File: config.mk
export PLATFORM = sky130hd
export DESIGN_NAME = xsb_queue
export DESIGN_NICKNAME = d
export VERILOG_FILES = /design/src/hw/rtl/xsb_pkg.sv /design/src/hw/rtl/xsb_queue.sv
export SDC_FILE = /design/constraint.sdc
export NUM_CORES = 1
export LEC_CHECK = 0
export ABC_AREA = 1
export BUFFER_PORTS_ARGS = -buffer_cell sky130_fd_sc_hd__buf_2
export CAP_MARGIN = 20
export CORE_AREA = 2 2 193 138
export CTS_CLUSTER_DIAMETER = 30
export DETAILED_ROUTE_END_ITERATION = 12
export DIE_AREA = 0 0 195 140
export SLEW_MARGIN = 20
export SYNTH_ARGS = -nofsm -noshare
export SYNTH_HDL_FRONTEND = slang
export SYNTH_SLANG_ARGS = --single-unit
File: constraint.sdc
create_clock -name clock -period 5.31 [get_ports clock]
set_clock_uncertainty 0.2 [all_clocks]
set_input_delay 0.531 -clock clock [delete_from_list [all_inputs] [get_ports clock]]
set_output_delay 0.531 -clock clock [all_outputs]
set_load 0.005 [all_outputs]
File: src/hw/rtl/xsb_pkg.sv
// Shared types and constants of the XOR sprite blitter.
// Used by every module of the block; depends on nothing.
`default_nettype none

package xsb_pkg;

   localparam int IMAGE_BYTES = 32768;
   localparam int FRAME_BYTES = 131072;
   localparam int MAX_SIDE    = 64;

   localparam int IMAGE_AW = $clog2(IMAGE_BYTES);
   localparam int FRAME_AW = $clog2(FRAME_BYTES);

   localparam int FUNC_W    = 2;
   localparam int ADDR_W    = 17;
   localparam int DATA_W    = 8;
   localparam int IMG_OFS_W = 15;
   localparam int DISP_W    = 17;
   localparam int SIDE_W    = 7;
   localparam int FLIP_W    = 2;
   localparam int STRIDE_W  = 11;

   localparam logic [STRIDE_W-1:0] STRIDE_RESET = STRIDE_W'(320);

   localparam logic [DATA_W-1:0] HI_MASK = 8'hF0;
   localparam logic [DATA_W-1:0] LO_MASK = 8'h0F;

   localparam int QUEUE_DEPTH = 2;

   typedef enum logic [FUNC_W-1:0] {
      FUNC_IMG_WR = 2'd0,
      FUNC_FRM_WR = 2'd1,
      FUNC_FRM_RD = 2'd2,
      FUNC_DRAW   = 2'd3
   } func_type;

   typedef struct packed {
      func_type               func;
      logic [ADDR_W-1:0]      address;
      logic [DATA_W-1:0]      data;
      logic [IMG_OFS_W-1:0]   image_offset;
      logic [DISP_W-1:0]      display_offset;
      logic [SIDE_W-1:0]      width;
      logic [SIDE_W-1:0]      pairs;
      logic [SIDE_W-1:0]      height;
      logic                   flip_x;
      logic                   flip_y;
   } cmd_type;

endpackage

`default_nettype wire

File: src/hw/rtl/xsb_queue.sv
// Short command queue between the front end and the draw engine.
// Depends on xsb_pkg.
`default_nettype none

module xsb_queue (
   input  wire logic              clock,
   input  wire logic              reset,
   input  wire logic              push,
   input  wire xsb_pkg::cmd_type  push_cmd,
   input  wire logic              pop,
   output logic                   full,
   output logic                   empty,
   output xsb_pkg::cmd_type       pop_cmd
);

   localparam int PTR_W = (xsb_pkg::QUEUE_DEPTH > 1) ? $clog2(xsb_pkg::QUEUE_DEPTH) : 1;
   localparam int CNT_W = $clog2(xsb_pkg::QUEUE_DEPTH + 1);

   xsb_pkg::cmd_type  entry_ff [xsb_pkg::QUEUE_DEPTH];
   logic [PTR_W-1:0]  wr_ptr_ff, wr_ptr_in;
   logic [PTR_W-1:0]  rd_ptr_ff, rd_ptr_in;
   logic [CNT_W-1:0]  count_ff, count_in;

   assign full    = (count_ff == CNT_W'(xsb_pkg::QUEUE_DEPTH));
   assign empty   = (count_ff == '0);
   assign pop_cmd = entry_ff[rd_ptr_ff];

   always_comb begin
      wr_ptr_in = wr_ptr_ff;
      rd_ptr_in = rd_ptr_ff;
      count_in  = count_ff;
      if (push) begin
         wr_ptr_in = (wr_ptr_ff == PTR_W'(xsb_pkg::QUEUE_DEPTH - 1)) ? '0 : wr_ptr_ff + 1'b1;
      end
      if (pop) begin
         rd_ptr_in = (rd_ptr_ff == PTR_W'(xsb_pkg::QUEUE_DEPTH - 1)) ? '0 : rd_ptr_ff + 1'b1;
      end
      if (push && !pop) begin
         count_in = count_ff + 1'b1;
      end else if (pop && !push) begin
         count_in = count_ff - 1'b1;
      end
   end

   always_ff @(posedge clock) begin
      if (reset) begin
         wr_ptr_ff <= '0;
         rd_ptr_ff <= '0;
         count_ff  <= '0;
      end else begin
         wr_ptr_ff <= wr_ptr_in;
         rd_ptr_ff <= rd_ptr_in;
         count_ff  <= count_in;
      end
   end

   always_ff @(posedge clock) begin
      if (push) begin
         entry_ff[wr_ptr_ff] <= push_cmd;
      end
   end

   a_no_overflow: assert property (@(posedge clock) disable iff (reset)
      push |-> !full)
      else $error("Command pushed into a full queue.");

   a_no_underflow: assert property (@(posedge clock) disable iff (reset)
      pop |-> !empty)
      else $error("Command popped from an empty queue.");

   a_count_up: assert property (@(posedge clock) disable iff (reset)
      (push && !pop) |=> (count_ff == $past(count_ff) + CNT_W'(1)))
      else $error("Queue count did not follow a push.");

   a_count_bound: assert property (@(posedge clock) disable iff (reset)
      int'(count_ff) <= xsb_pkg::QUEUE_DEPTH)
      else $error("Queue count beyond its depth.");

endmodule

`default_nettype wire

* Word level (Yosys, flattened, before mapping)
Memory sizes are Yosys's and may differ from the RTL's. A register that Yosys moved wholly into a read port is not among the register bits.
Cells that the tools add are included.
** Storage, ports and cells
- Memories :: 1
- Bits in registers :: 4
- RAM bits :: 164
- Output and inout port bits :: 84
- Bits of input ports :: 86
- Logic and storage cells :: 23
** Memory list
- entry_ff :: depth 2, bits a word 82, read ports 1, clocked after memory_dff 1, write ports 1, RTL line xsb_queue.sv:19 : xsb_pkg::cmd_type entry_ff [xsb_pkg::QUEUE_DEPTH];
** Cells by class
- Muxes and demuxes :: 8
- Reduce and logical (&&, ||, !) cells :: 6
- Equal/unequal tests :: 1
- $add $sub $neg :: 4
** Operators by type and width (number)
- $mux 1 :: 6
- $mux 2 :: 2
- $add 1x1->1 const B :: 2
- $add 2x1->2 const B :: 1
- $eq 2x2->1 const B :: 1
- $logic_and 1x1->1 :: 2
- $logic_not 1->1 :: 2
- $logic_not 2->1 :: 1
- $reduce_bool 2->1 :: 1
- $sub 2x1->2 const B :: 1

* Longest topological paths before layout
- Depth in word-level cells :: 4
- Depth in mapped cells :: 8
- Mapped depth without buffers :: 8

* Worst setup path before layout
OpenSTA, ideal clock, no wires.
- Path kind :: input to register
- Start point :: input push
- End point :: memory entry_ff[0][0] (netlist name), enable pin
- Data required time :: 4.585 ns
- Stages on the path :: 2
- Path slack :: 0.579 ns
- Data arrival time :: 4.006 ns
- Library setup time :: 0.525 ns
- Buffers on the path :: 0
- Path through :: inv_1 > nor2_1
** On the way
- Word-level cells in the longest chain between the ends :: 2
** Ends and longest elaborated chain
- start: declaration :: RTL line xsb_queue.sv:8 : input wire logic push,
- $mux 1 :: RTL line xsb_queue.sv:58 : if (push) begin
- $mux 1 (implied by the code) :: RTL line xsb_queue.sv:59 : entry_ff[wr_ptr_ff] <= push_cmd;
- end: declaration :: RTL line xsb_queue.sv:19
No other way between the ends.

==> results by group <==
Critical path
  • Setup crit start kind: register
  • Crit end category: output pin
  • Classification of the worst setup path: register to output pin
  • Critical Path, Cell by Cell: buf_12 > mux2_4 > buf_2
  • Arr. time, crit path: about 1800 ps
  • Worst path slowest cell: buf_12
  • Crit-path max cell delay: between 400 and 500 ps
  • Largest delay share family, worst path: buffers and inverters
  • Worst Path Required: 4580 ps
  • R2R Setup Slk: 3030 ps
  • Largest fanout on the critical path: 82
  • Bufs and invs on worst path: 2

Clock network
  • Clock Pin Slew Worst Setup and Hold Paths: 60 ps
  • CTS resizes: 0
  • CTS max path bufs: 2
  • H-tree depth: 4
  • Root buffer cell: clkbuf_16
  • Hold-fix buffers, CTS: 0
  • TritonCTS Sinks: 169
  • CTS tree: done
  • CTS Buf Count: 17
  • Worst-Skew Late Latency: slightly above 400 ps
  • Post-CTS Setup Bufs: 0

Power and ir drop
  • Clock share of power: 39.4%
  • Power share of the sequential group: 50.2%
  • Pwr/cell area: 376.7 nW/um^2
  • Leak Pwr: between 0.003 and 0.004 uW
  • Sw Pwr: 661.6 uW
  • Sw Share: 21.24%
  • Pint: 2454 uW
  • Pwr Total: a little over 3000 uW
  • VDD IR max: about 0.20 mV
  • Combinational Power Share: 10.4%

STA
  • FMAX: 0.3917 GHz
  • Max-slew violation count: 0
  • Final hold violations: 0
  • Sum Neg Setup Slack: 0 ps
  • Fin crit share: 48.08%
  • Rel. slew slack: 41.99%
  • RSZ-0062 raised after global routing: false
  • Fin Hold WS: 93.68 ps
  • Post-route setup slack: 2757 ps
  • Final setup fails: 0
  • Worst slew pin tran: 870.2 ps
  • Final min period: 2553 ps

Floorplanning
  • Top Ports: 170
  • Starting Density: 25.79%
  • CORE AREA: ~25000 um^2
  • Die area: roughly 27000 um^2
  • Die Span X: 195 um
  • Die Height: 140 um
  • Std-Cell Rows: between 40 and 50

GRT
  • Total gr overflow: 0
  • Largest net degree at the start of global routing: 83
  • Initial antenna violation count: 1
  • First-pass GRT wire length: 19.28 mm
  • Vias in the first global route: 3535
  • Total track usage: 9.353%

Layout
  • Area grow syn2layout: 26.36%
  • Fin area: approximately 8300 um^2
  • Ant. Diodes: 0
  • Ratio of cells with drive above 1 in the final layout: 58.80%
  • Final nets: 557

Synthesis
  • Yosys reg bits: 169
  • Yosys warns: 0
  • Register area share after synthesis: 76.76%
  • Netlist Area Pre-Place: 6546 um^2
  • Synth area leader: edfxtp_1
  • Distinct cells, synth: 16
  • Synth top area share: 75.23%
  • Cells after synthesis: 288
  • Ranking of synthesized cells by area: edfxtp_1 (75%), mux2_4 (18%), buf_12 (2.4%)
  • Syn avg cell area: 22.73 um^2
  • Net Count, Synth: around 380

Status
  • Outcome: finished clean

Drt
  • DRC Markers: 0
  • Routed vias: 3208
  • ANT nets after route: 0
  • Drt wl/cell: approximately 15 um
  • Pre-antenna DRT Iters: 4
  • Initial DRC Count: 149
  • WL final: 12.42 mm
  • Vias per cell: 3.941

Place
  • Place WS: between 2000 and 3000 ps
  • DP HPWL: 7.998 mm
  • I/O Buffers: ~170
  • Area after DPL: 7682 um^2
  • GP Congestion: between 0.7 and 0.8

Min path
  • Hold crit path type: input port to register

Flow run
  • Max cap viols: 0
-- synthesized netlist by cell type --
library cell / number
edfxtp_1: 164
mux2_4: 80
inv_1: 9
buf_12: 8
nor2_1: 7
dfxtp_1: 5
nand2_1: 5
mux2_2: 2
a21oi_1: 1
buf_6: 1
ha_1: 1
nand3_1: 1
nand4_1: 1
nor3_1: 1
o21ai_0: 1
xnor2_1: 1
-- stage by stage --
step	util, %	instances
global route	32.59	814
detailed placement	30.27	782
floorplan	-	288
CTS	32.57	814
finish	32.59	814
global placement	30.27	782
-- power groups by stage --
stage / Sequential (uW) / Clock [uW] / Combinational, uW
finish: 1560 / 1230 / 325
global route: 1570 / 1340 / 354
CTS: 1560 / 1280 / 332
detailed placement: 1590 / 0 / 331
global placement: 1590 / 0 / 321
floorplan: 1590 / 0 / 213
-- state kept, by name (all words and copies together) (netlist names), named ones only --
signal	count
rd_ptr_ff	1
wr_ptr_ff	1
entry_ff	164
count_ff	2
-- layer usage --
metal | global-route usage (%) | up-vias | wire length [um]
li1 | - | 1484 | -
met1 | 11.13 | 1597 | 5565
met2 | 14.96 | 115 | 5744
met3 | 4.262 | 12 | 960
met4 | 3.375 | 0 | 150
met5 | 0 | - | 0
-- layout by cell type (no fill, tap or decap), types with 3 or more instances in the layout --
cell type and n:
buf_2 169, bufinv_16 3, clkbuf_16 17, clkinv_1 4
clkinv_2 3, clkinv_4 3, dfxtp_1 4, edfxtp_1 164
inv_1 8, mux2_4 80, nand2_1 5, nor2_1 6
-- logic make-up after synthesis --
logic type	share of synthesized area, %
AO/OA/AOI/OAI	0.1528
XOR/XNOR	0.1338
multiplexers	18.69
flip-flops	76.76
buffers and inverters	3.134
adder cells (fa/ha/maj)	0.1911
AND/OR/NAND/NOR	0.9366
-- layout make-up --
cell class / count / area [um^2]
clock buffer: 18 / 429.2
inverter: 9 / 35.03
multi-input combinational: 101 / 1324
timing repair buffer: 172 / 884.6
clock inverter: 14 / 156.4
tap: 331 / 414.1
sequential: 169 / 5029
fill: 2462 / 17110
-- final timing paths --
path,startpoint,end,cells after the start
max,register,pop_cmd[6],3
min,push_cmd[38],entry_ff[1][38]$_DFFE_PP_,1
max reg2reg,wr_ptr_ff$_SDFFE_PP0P_,entry_ff[1][73]$_DFFE_PP_,3
min reg2reg,rd_ptr_ff$_SDFFE_PP0P_,rd_ptr_ff$_SDFFE_PP0P_,2
(Power assumes the default switching activity.)
