## config.mk

```make
export PLATFORM = sky130hd
export DESIGN_NAME = xsb_front
export DESIGN_NICKNAME = d
export VERILOG_FILES = /design/src/hw/rtl/xsb_pkg.sv /design/src/hw/rtl/xsb_front.sv
export SDC_FILE = /design/constraint.sdc
export NUM_CORES = 1
export LEC_CHECK = 0
export ABC_AREA = 1
export ABC_CLOCK_PERIOD_IN_PS = 800
export BUFFER_PORTS_ARGS = -buffer_cell sky130_fd_sc_hd__buf_2
export CORE_AREA = 5 5 60 62
export DETAILED_ROUTE_END_ITERATION = 12
export DIE_AREA = 0 0 65 67
export GPL_TIMING_DRIVEN = 0
export PLACE_DENSITY = 0.81
export SYNTH_ARGS = -nofsm -noshare
export SYNTH_HDL_FRONTEND = slang
export SYNTH_SLANG_ARGS = --single-unit
```

## constraint.sdc

```tcl
create_clock -name vclk -period 0.8
set_input_delay 0.04 -clock vclk [all_inputs]
set_output_delay 0.04 -clock vclk [all_outputs]
set_load 0.01 [all_outputs]
```

## src/hw/rtl/xsb_pkg.sv

```systemverilog
// Shared types and constants of the XOR sprite blitter.
// Used by every module of the block; depends on nothing.
`default_nettype none

package xsb_pkg;

   localparam int IMAGE_BYTES = 32768;
   localparam int FRAME_BYTES = 131072;
   localparam int MAX_SIDE    = 64;

   localparam int IMAGE_AW = $clog2(IMAGE_BYTES);
   localparam int FRAME_AW = $clog2(FRAME_BYTES);

   localparam int FUNC_W    = 2;
   localparam int ADDR_W    = 17;
   localparam int DATA_W    = 8;
   localparam int IMG_OFS_W = 15;
   localparam int DISP_W    = 17;
   localparam int SIDE_W    = 7;
   localparam int FLIP_W    = 2;
   localparam int STRIDE_W  = 11;

   localparam logic [STRIDE_W-1:0] STRIDE_RESET = STRIDE_W'(320);

   localparam logic [DATA_W-1:0] HI_MASK = 8'hF0;
   localparam logic [DATA_W-1:0] LO_MASK = 8'h0F;

   localparam int QUEUE_DEPTH = 2;

   typedef enum logic [FUNC_W-1:0] {
      FUNC_IMG_WR = 2'd0,
      FUNC_FRM_WR = 2'd1,
      FUNC_FRM_RD = 2'd2,
      FUNC_DRAW   = 2'd3
   } func_type;

   typedef struct packed {
      func_type               func;
      logic [ADDR_W-1:0]      address;
      logic [DATA_W-1:0]      data;
      logic [IMG_OFS_W-1:0]   image_offset;
      logic [DISP_W-1:0]      display_offset;
      logic [SIDE_W-1:0]      width;
      logic [SIDE_W-1:0]      pairs;
      logic [SIDE_W-1:0]      height;
      logic                   flip_x;
      logic                   flip_y;
   } cmd_type;

endpackage

`default_nettype wire

```

## src/hw/rtl/xsb_front.sv

```systemverilog
// Front end: takes request words and turns them into queued commands.
// Depends on xsb_pkg.
`default_nettype none

module xsb_front (
   input  wire logic                           req_valid,
   output logic                                req_ready,
   input  wire logic [xsb_pkg::FUNC_W-1:0]     req_func,
   input  wire logic [xsb_pkg::ADDR_W-1:0]     req_address,
   input  wire logic [xsb_pkg::DATA_W-1:0]     req_data,
   input  wire logic [xsb_pkg::IMG_OFS_W-1:0]  req_image_offset,
   input  wire logic [xsb_pkg::DISP_W-1:0]     req_display_offset,
   input  wire logic [xsb_pkg::SIDE_W-1:0]     req_width,
   input  wire logic [xsb_pkg::SIDE_W-1:0]     req_height,
   input  wire logic [xsb_pkg::FLIP_W-1:0]     req_flip,
   input  wire logic                           queue_full,
   output logic                                push,
   output xsb_pkg::cmd_type                    push_cmd
);

   logic [xsb_pkg::SIDE_W-1:0] width_sat;
   logic [xsb_pkg::SIDE_W-1:0] height_sat;

   // Sprite sides above the maximum are clamped to it.
   always_comb begin
      width_sat  = (int'(req_width) > xsb_pkg::MAX_SIDE) ?
                   xsb_pkg::SIDE_W'(xsb_pkg::MAX_SIDE) : req_width;
      height_sat = (int'(req_height) > xsb_pkg::MAX_SIDE) ?
                   xsb_pkg::SIDE_W'(xsb_pkg::MAX_SIDE) : req_height;
   end

   assign req_ready = !queue_full;
   assign push      = req_valid && !queue_full;

   always_comb begin
      push_cmd.func           = xsb_pkg::func_type'(req_func);
      push_cmd.address        = req_address;
      push_cmd.data           = req_data;
      push_cmd.image_offset   = req_image_offset;
      push_cmd.display_offset = req_display_offset;
      push_cmd.width          = width_sat;
      push_cmd.pairs          = width_sat >> 1;
      push_cmd.height         = height_sat;
      push_cmd.flip_x         = req_flip[0];
      push_cmd.flip_y         = req_flip[1];
   end

endmodule

`default_nettype wire

```

=== Yosys cells after proc, flatten, opt, wreduce, memory -nomap -nowiden ===
Index checks and enable logic that the tools add are counted.

* Output and inout port bits: 84
* Register bits: 0

* Reduce and logical (&&, ||, !) cells: 2
* Multiplexer cells: 2
* $lt $le $gt $ge: 2

{| class="wikitable"
|+ Operator list
! operator !! number
|-
| 7-bit greater-than comparator (second input constant) || 2
|-
| 7-bit two-way mux || 2
|-
| 1-bit logical AND || 1
|-
| 1-bit zero test || 1
|}

=== Logic depth before layout (Yosys ltp) ===
Gate-level depths: netlist of run 1.

* Depth after elaboration: 2
* Gate-level depth with buffers: 4
* Depth with buffers taken out: 3

=== Worst setup path after synthesis of run 1 ===
OpenSTA, ideal clock, no wires.

* Path kind: input-to-output
* Start: input req_width[2] (netlist name)
* End: output push_cmd[21] (netlist name)
* Slack: 110 ps
* Arrival: 650 ps
* Stages on the path: 4
* Required time: 760 ps
* Cell sequence: nor2_1 > nand3_1 > a21oi_1 > buf_4

{| class="wikitable"
|+ RTL lines
! what !! line !! RTL
|-
| from (decl) || xsb_front.sv:13 || <nowiki>input wire logic [xsb_pkg::SIDE_W-1:0] req_width,</nowiki>
|-
| to (decl) || xsb_front.sv:18 || <nowiki>output xsb_pkg::cmd_type push_cmd</nowiki>
|}

==> results of run 1 <==
## power breakdown
part           switching, mW  internal, mW
Combinational          0.285         0.401
Clock                      0             0
Sequential                 0             0
Total                  0.285         0.401
## Yosys cell counts
master / number
inv_1: 14
conb_1: 1
nand3_1: 2
a21oi_1: 4
nor2_1: 13
nor2_2: 2
buf_4: 68
clkbuf_1: 2
## path summary, 6_finish.rpt
| path | cells after the start | slack, ps | start | end |
|---|---|---|---|---|
| setup / recovery | 6 | 50 | req_width[4] | push_cmd[21] |
| hold / removal | 2 | 270 | req_display_offset[12] | push_cmd[35] |
## layout make-up
type / count / area share (%)
repair buffers: 99 / 41.1
inverters: 14 / 4.31
well taps: 33 / 3.38
plain buffers: 70 / 42.5
multi-input cells: 22 / 8.72
## per-stage QoR
step	power (mW)	cell area, µm²
5_1_grt	0.746	1220
3_3_place_gp	0.680	1200
2_1_floorplan	0.418	666
4_1_cts	0.693	1210
6_report	0.687	1220
3_5_place_dp	0.688	1200
## routing by layer
metal / up-vias / part of all wire (%) / wire (µm) / GRT usage [%]
li1: 436 / - / - / -
met4: 0 / 0 / 0 / 0
met3: 0 / 18 / 455 / 3.04
met2: 91 / 54 / 1340 / 20.7
met1: 352 / 27 / 672 / 7.54
met5: - / 0 / 0 / 0
## kinds of logic after synthesis
logic type,Yosys count,synth area share (%)
and+or+nand+nor,17,10.7
other,1,0.563
buffers and inverters,84,85.7
AOI/OAI and AO/OA,4,3.01
## repair_timing
item	4_1_cts	5_1_grt
pin swaps	2	3
gates resized for setup	2	2
endpoints found under the setup margin	1	1
endpoints found under the hold margin	0	0
==> results.txt, run 1 <==
Crit-path max cell delay = 140 ps
Worst endpoint required time = 760 ps
Final setup viols = 0
Lkg Pwr = 0.851 nW
Status = completed
Antenna-violating nets left = 0
Pin count of the biggest net entering global routing = 8
Most frequent cells in the layout = 98 x buf_2, 68 x buf_4, 14 x inv_1
Worst vdd ir = 0.000291 V
DRT Pass-1 Iters = 2
Hold_ws = 265 ps
Die area = 4360 µm²
Final nets = 284
I/O Pins = 161
F_max = 1340 MHz
Fin crit period = 746 ps
RePlAce Congestion = 0.672
Layout cells sized above 1 = 83.9%
Synth cell types = 8
Pwr dens = 563 nW/µm²
WL/cell = 10.4 µm
Final cell count without fillers = 238
IO Port Bufs = 99
Core Box Area = 2980 µm²
MaxCap Viol Count = 0
Synth warnings = 0
Mapped Cells = 106
Dpl ws = -34.8 ps
Initial Util = 22.4%
Total Wirelength = 2470 µm
Multi-input logic area = 106 µm²
RSZ-0062 raised after global routing = false
Yosys top cell area share = 76.7%
Number of filler cells placed in the layout = 296
Placed insts = 238
Antenna violations before repair = 0
Hold Vio Cnt, Final = 0
Layout area overhead = 83.3%
CP Launch Type = primary input
Final Worst Setup Slack = 54.1 ps
Final period util = 93.2%
Hold-fix buffers at CTS = 0
Commonest non-fill, non-tap cell in the layout = buf_2
CP max FO = 2
Fin util = 41.0%
Post-route setup TNS = 0 ps
Syn Area/Cell = 6.28 µm²
CP Buf/Inv Count = 3
Mapped cell area = 666 µm²
Vias in the first global route = 855
Worst-path cell chain = buf_2 > nor2_2 > nand3_2 > a21oi_2 > buf_4 > buf_6
Top delay family on crit path = buffers and inverters
Width of the die = 65 µm
Die Height = 67 µm
Vias = 879
Crit path arrival time = 710 ps
Post-route DRC = 0
Dominant cells by area after synthesis = buf_4 77%, inv_1 7.9%, nor2_1 7.3%, a21oi_1 3.0%, nor2_2 1.9%
WS Path Type = primary input to primary output
Slew Limit Fails = 0
Share of the yosys chip area belonging to registers = 0%
Row cnt = 20
Number of clock buffers in the layout = 0
Overall Global Routing Usage = 9.03%
CP Capture Type = primary output
DR vias/cell = 3.69
Seq_cells = 0
N_diodes = 0
DRT iter0 DRCs = 7
Syn_nets = 183
Synth area leader = buf_4
Crit-path slowest cell = a21oi_2
Sequential cell area = 0 µm²
HPWL Detailed = 2400 µm
# Post-CTS Setup Buffers = 0
Hold Crit Class = primary input to primary output
First-pass GRT wire length = 3320 µm
GRT overflow = 0
Note: power is estimated with default switching activity, not from simulation.
==> run 2: changes to the inputs <==
Settings changed: CORE_AREA 5 5 60 62 to 3 3 61 63, DIE_AREA 0 0 65 67 to 0 0 64 66, PLACE_DENSITY 0.81 to unset, PLACE_DENSITY_LB_ADDON set to 0.08.
==> results.txt, run 2 (synthesized netlist as in run 1, its figures left out) <==
Width of the die = 64 µm (-1.5%)
Die Height = 66 µm (-1.5%)
Number of clock buffers in the layout = 0 (unchanged)
Combinational power share = 100.0% (about the same)
DRT Pass-1 Iters = 2 (unchanged)
Multi-input logic area = 109 µm² (+2.4%)
Initial Util = 20.3% (-2.1 points)
Final setup viols = 0 (unchanged)
Antenna violations before repair = 0 (unchanged)
Fin util = 37.5% (-3.5 points)
Switching Share = 41.2% (-0.37 points)
Core Box Area = 3280 µm² (+10%)
Post-route DRC = 0 (unchanged)
Lkg Pwr = 0.846 nW (-0.60%)
Final Worst Setup Slack = 59.9 ps (+5.84 ps)
Most frequent cells in the layout = 98 x buf_2, 67 x buf_4, 14 x inv_1
Layout area overhead = 85.0%
WL/cell = 8.62 µm (-17%)
Clock share of power = 0% (unchanged)
Hold Vio Cnt, Final = 0 (unchanged)
DR vias/cell = 3.46 (-6.3%)
F_max = 1350 MHz (+0.79%)
Cells on Worst Hold Path = 2 (unchanged)
Placed cell area = 1220 µm² (+1.4%)
Reg power frac = 0% (unchanged)
Fin crit period = 740 ps (-5.84 ps)
Seq_cells = 0 (unchanged)
Power Total = 677 µW (-1.4%)
NetSw = 279 µW (-2.3%)
Hold_ws = 263 ps (-1.55 ps)
CP max FO = 2 (unchanged)
Dpl ws = -3.60 ps (+31.2 ps)
Sequential cell area = 0 µm² (unchanged)
WHS Endpoint = push_cmd[26]
Commonest non-fill, non-tap cell in the layout = buf_2
Final cell count without fillers = 250 (+5.0%)
Placed insts = 251 (+5.5%)
First-pass GRT wire length = 2640 µm (-21%)
Total Wirelength = 2160 µm (-13%)
Vias = 865 (-1.6%)
HPWL Detailed = 2080 µm (-13%)
Post-route setup TNS = 0 ps (unchanged)
N_diodes = 0 (unchanged)
GRT overflow = 0 (unchanged)
RSZ-0062 raised after global routing = false
Pwr dens = 550 nW/µm² (-2.3%)
Row cnt = 21 (+5.0%)
Number of filler cells placed in the layout = 350 (+18%)
Status = completed
Pin count of the biggest net entering global routing = 8 (unchanged)
I/O Pins = 161 (unchanged)
Antenna-violating nets left = 0 (unchanged)
Vias in the first global route = 659 (-23%)
Final period util = 92.5% (-0.73 points)
CP Launch Type = primary input
Overall Global Routing Usage = 7.15% (-1.9 points)
CP Capture Type = primary output
WS Path Type = primary input to primary output
Die area = 4220 µm² (-3.0%)
DRT iter0 DRCs = 3 (-4)
IO Port Bufs = 99 (unchanged)
Crit path arrival time = 700 ps (about the same)
Layout cells sized above 1 = 84.3% (+0.41 points)
Slew Limit Fails = 0 (unchanged)
Worst vdd ir = 0.000231 V (-21%)
Final nets = 283 (-0.35%)
Final instance area = 1230 µm² (+0.92%)
Internal power = 398 µW (-0.79%)
Hold Crit Class = primary input to primary output
Hold Crit Start = req_display_offset[3]
Worst endpoint required time = 760 ps (about the same)
RePlAce Congestion = 0.644 (-4.2%)
MaxCap Viol Count = 0 (unchanged)
run 2: cell types whose count changed in the layout (fill, tap and decap cells not counted), sizes merged:
cell | before | now
buf | 167 | 166
run 2: worst max-delay path by stage:
stage / to / startpoint / cells past startpoint
3_5_place_dp: push_cmd[21] / req_width[2] / 6
3_3_place_gp: push_cmd[21] / req_width[2] / 6
6_report: push_cmd[13] / req_width[3] / 5
2_1_floorplan: push_cmd[21] / req_width[2] / 4
5_1_grt: push_cmd[13] / req_width[3] / 5
4_1_cts: push_cmd[21] / req_width[2] / 6
run 2: area by class of cell:
cell class / count / share of cell area, %
Buffer: 69 / 41.5
Inverter: 14 / 4.27
Multi-Input combinational cell: 22 / 8.84
Tap cell: 46 / 4.67
Timing Repair Buffer: 99 / 40.8
run 2: power by group through the flow:
| stage | Sequential (mW) | Combinational (mW) | Clock, mW |
|---|---|---|---|
| floorplan | 0 | 0.418 | 0 |
| global placement | 0 | 0.680 | 0 |
| detailed placement | 0 | 0.678 | 0 |
| CTS | 0 | 0.682 | 0 |
| global route | 0 | 0.734 | 0 |
| finish | 0 | 0.677 | 0 |
run 2: what timing repair did:
action                     in CTS  in global routing
gates resized for setup         1                  4
setup endpoints to repair       1                  1
buffers inserted                0                  0
hold endpoints to repair        0                  0
pin swaps                       0                  3
hold buffers                    0                  0
run 2: per-layer routing:
metal  vias to the layer above  routed length, µm  global-route usage [%]
li1                        434                  -                       -
met1                       343                588                    7.16
met2                        88               1160                    14.6
met3                         0                411                    2.72
met4                         0                  0                       0
met5                         -                  0                       0
run 2: critical path, stage by stage:
cell and delay (ps):
buf_2 110, nor2_2 120, nand3_2 100, a21oi_2 170
buf_2 160
==> run 3: changes to the inputs <==
Settings changed: BUFFER_PORTS_ARGS -buffer_cell sky130_fd_sc_hd__buf_2 to unset, DONT_BUFFER_PORTS set to 1, PLACE_DENSITY_LB_ADDON 0.08 to unset.
==> results.txt, run 3 (synthesized netlist as in run 1, its figures left out) <==
WS Path Type = primary input to primary output
Layout area overhead = 10.3%
Vias = 556 (-36%)
RSZ-0062 raised after global routing = false
Die area = 4220 µm² (unchanged)
Post-route DRC = 0 (unchanged)
Sequential cell area = 0 µm² (unchanged)
Worst vdd ir = 0.000194 V (-16%)
Initial Util = 20.3% (unchanged)
Layout cells sized above 1 = 67.0% (-17 points)
Lkg Pwr = 0.447 nW (-47%)
Final instance area = 734 µm² (-40%)
IO Port Bufs = 0 (-100%)
Vias in the first global route = 454 (-31%)
F_max = 1430 MHz (+6.0%)
RePlAce Congestion = 0.674 (+4.7%)
Die Height = 66 µm (unchanged)
Pin count of the biggest net entering global routing = 8 (unchanged)
N_diodes = 0 (unchanged)
Number of filler cells placed in the layout = 376 (+7.4%)
Final period util = 87.3% (-5.2 points)
Final nets = 185 (-35%)
Worst-path cell chain = nor2_1 > nand3_1 > a21oi_4 > buf_4
Total Wirelength = 1780 µm (-17%)
Slew Limit Fails = 0 (unchanged)
Antenna-violating nets left = 0 (unchanged)
WL/cell = 11.7 µm (+36%)
Hold-fix buffers at CTS = 0 (unchanged)
MaxCap Viol Count = 0 (unchanged)
Final cell count without fillers = 152 (-39%)
Antenna violations before repair = 0 (unchanged)
HPWL Detailed = 1740 µm (-16%)
Core Box Area = 3280 µm² (unchanged)
DRT iter0 DRCs = 9 (+6)
Number of clock buffers in the layout = 0 (unchanged)
Commonest non-fill, non-tap cell in the layout = buf_4
I/O Pins = 161 (unchanged)
Placed cell area = 723 µm² (-41%)
GRT overflow = 0 (unchanged)
CP Launch Type = primary input
Row cnt = 21 (unchanged)
Hold Vio Cnt, Final = 0 (unchanged)
Final setup viols = 0 (unchanged)
Overall Global Routing Usage = 5.61% (-1.5 points)
Crit-path slowest cell = a21oi_4
Hold Crit Class = primary input to primary output
# Post-CTS Setup Buffers = 0 (unchanged)
Seq_cells = 0 (unchanged)
Status = completed
CP Capture Type = primary output
CP max FO = 2 (unchanged)
DR vias/cell = 3.66 (+5.7%)
Crit-path max cell delay = 200 ps (+30 ps)
Fin crit period = 698 ps (-41.8 ps)
Most frequent cells in the layout = 68 x buf_4, 14 x inv_1, 13 x nor2_1
Multi-input logic area = 106 µm² (-2.3%)
Crit path arrival time = 660 ps (-40 ps)
First-pass GRT wire length = 1990 µm (-25%)
Pwr dens = 609 nW/µm² (+11%)
Worst endpoint required time = 760 ps (about the same)
Placed insts = 152 (-39%)
Width of the die = 64 µm (unchanged)
DRT Pass-1 Iters = 2 (unchanged)
==> run 3: repair_timing <==
item / in CTS / in global routing
gates resized for setup: 1 / 1
pin swaps: 0 / 0
setup endpoints to repair: 1 / 1
==> run 3: where the power goes <==
part	switching (mW)	internal, mW
combinational	0.209	0.238
sequential	0	0
clock	0	0
total	0.209	0.238
==> run 3: cell type report <==
cell class | count | share of cell area (%)
Buffer | 70 | 70.5
Inverter | 14 | 7.16
Multi-Input combinational cell | 22 | 14.5
Tap cell | 46 | 7.84
==> run 3: path summary, 6_finish.rpt <==
path / from / end / slack [ps] / cells past startpoint
setup / recovery: req_width[2] / push_cmd[21] / 100 / 4
hold / removal: queue_full / req_ready / 130 / 1
==> run 3: worst max-delay path, delay by kind of cell <==
family                 cells  cell delay [ps]
AOI/OAI and AO/OA          1              200
buffers and inverters      1              150
and+or+nand+nor            2              260
==> run 3: metrics by stage <==
stage	setup TNS (ps)	utilization [%]	total power, mW	setup WS, ps	hold slack [ps]
floorplan	0	-	0.418	110	124
global placement	-41.5	22.0	0.449	-41.5	129
detailed placement	-50.0	22.0	0.450	-50.0	129
CTS	0	22.1	0.452	46.3	129
global route	0	22.4	0.478	23.8	130
finish	0	22.4	0.447	102	129
==> run 3: per-layer routing <==
metal	up-vias	share of wire [%]	wire (µm)	track usage, %
met5	-	0	0	0
met4	0	0	0	0
met3	0	22	393	1.02
met2	95	58	1020	13.5
met1	223	20	362	4.64
li1	238	-	-	-
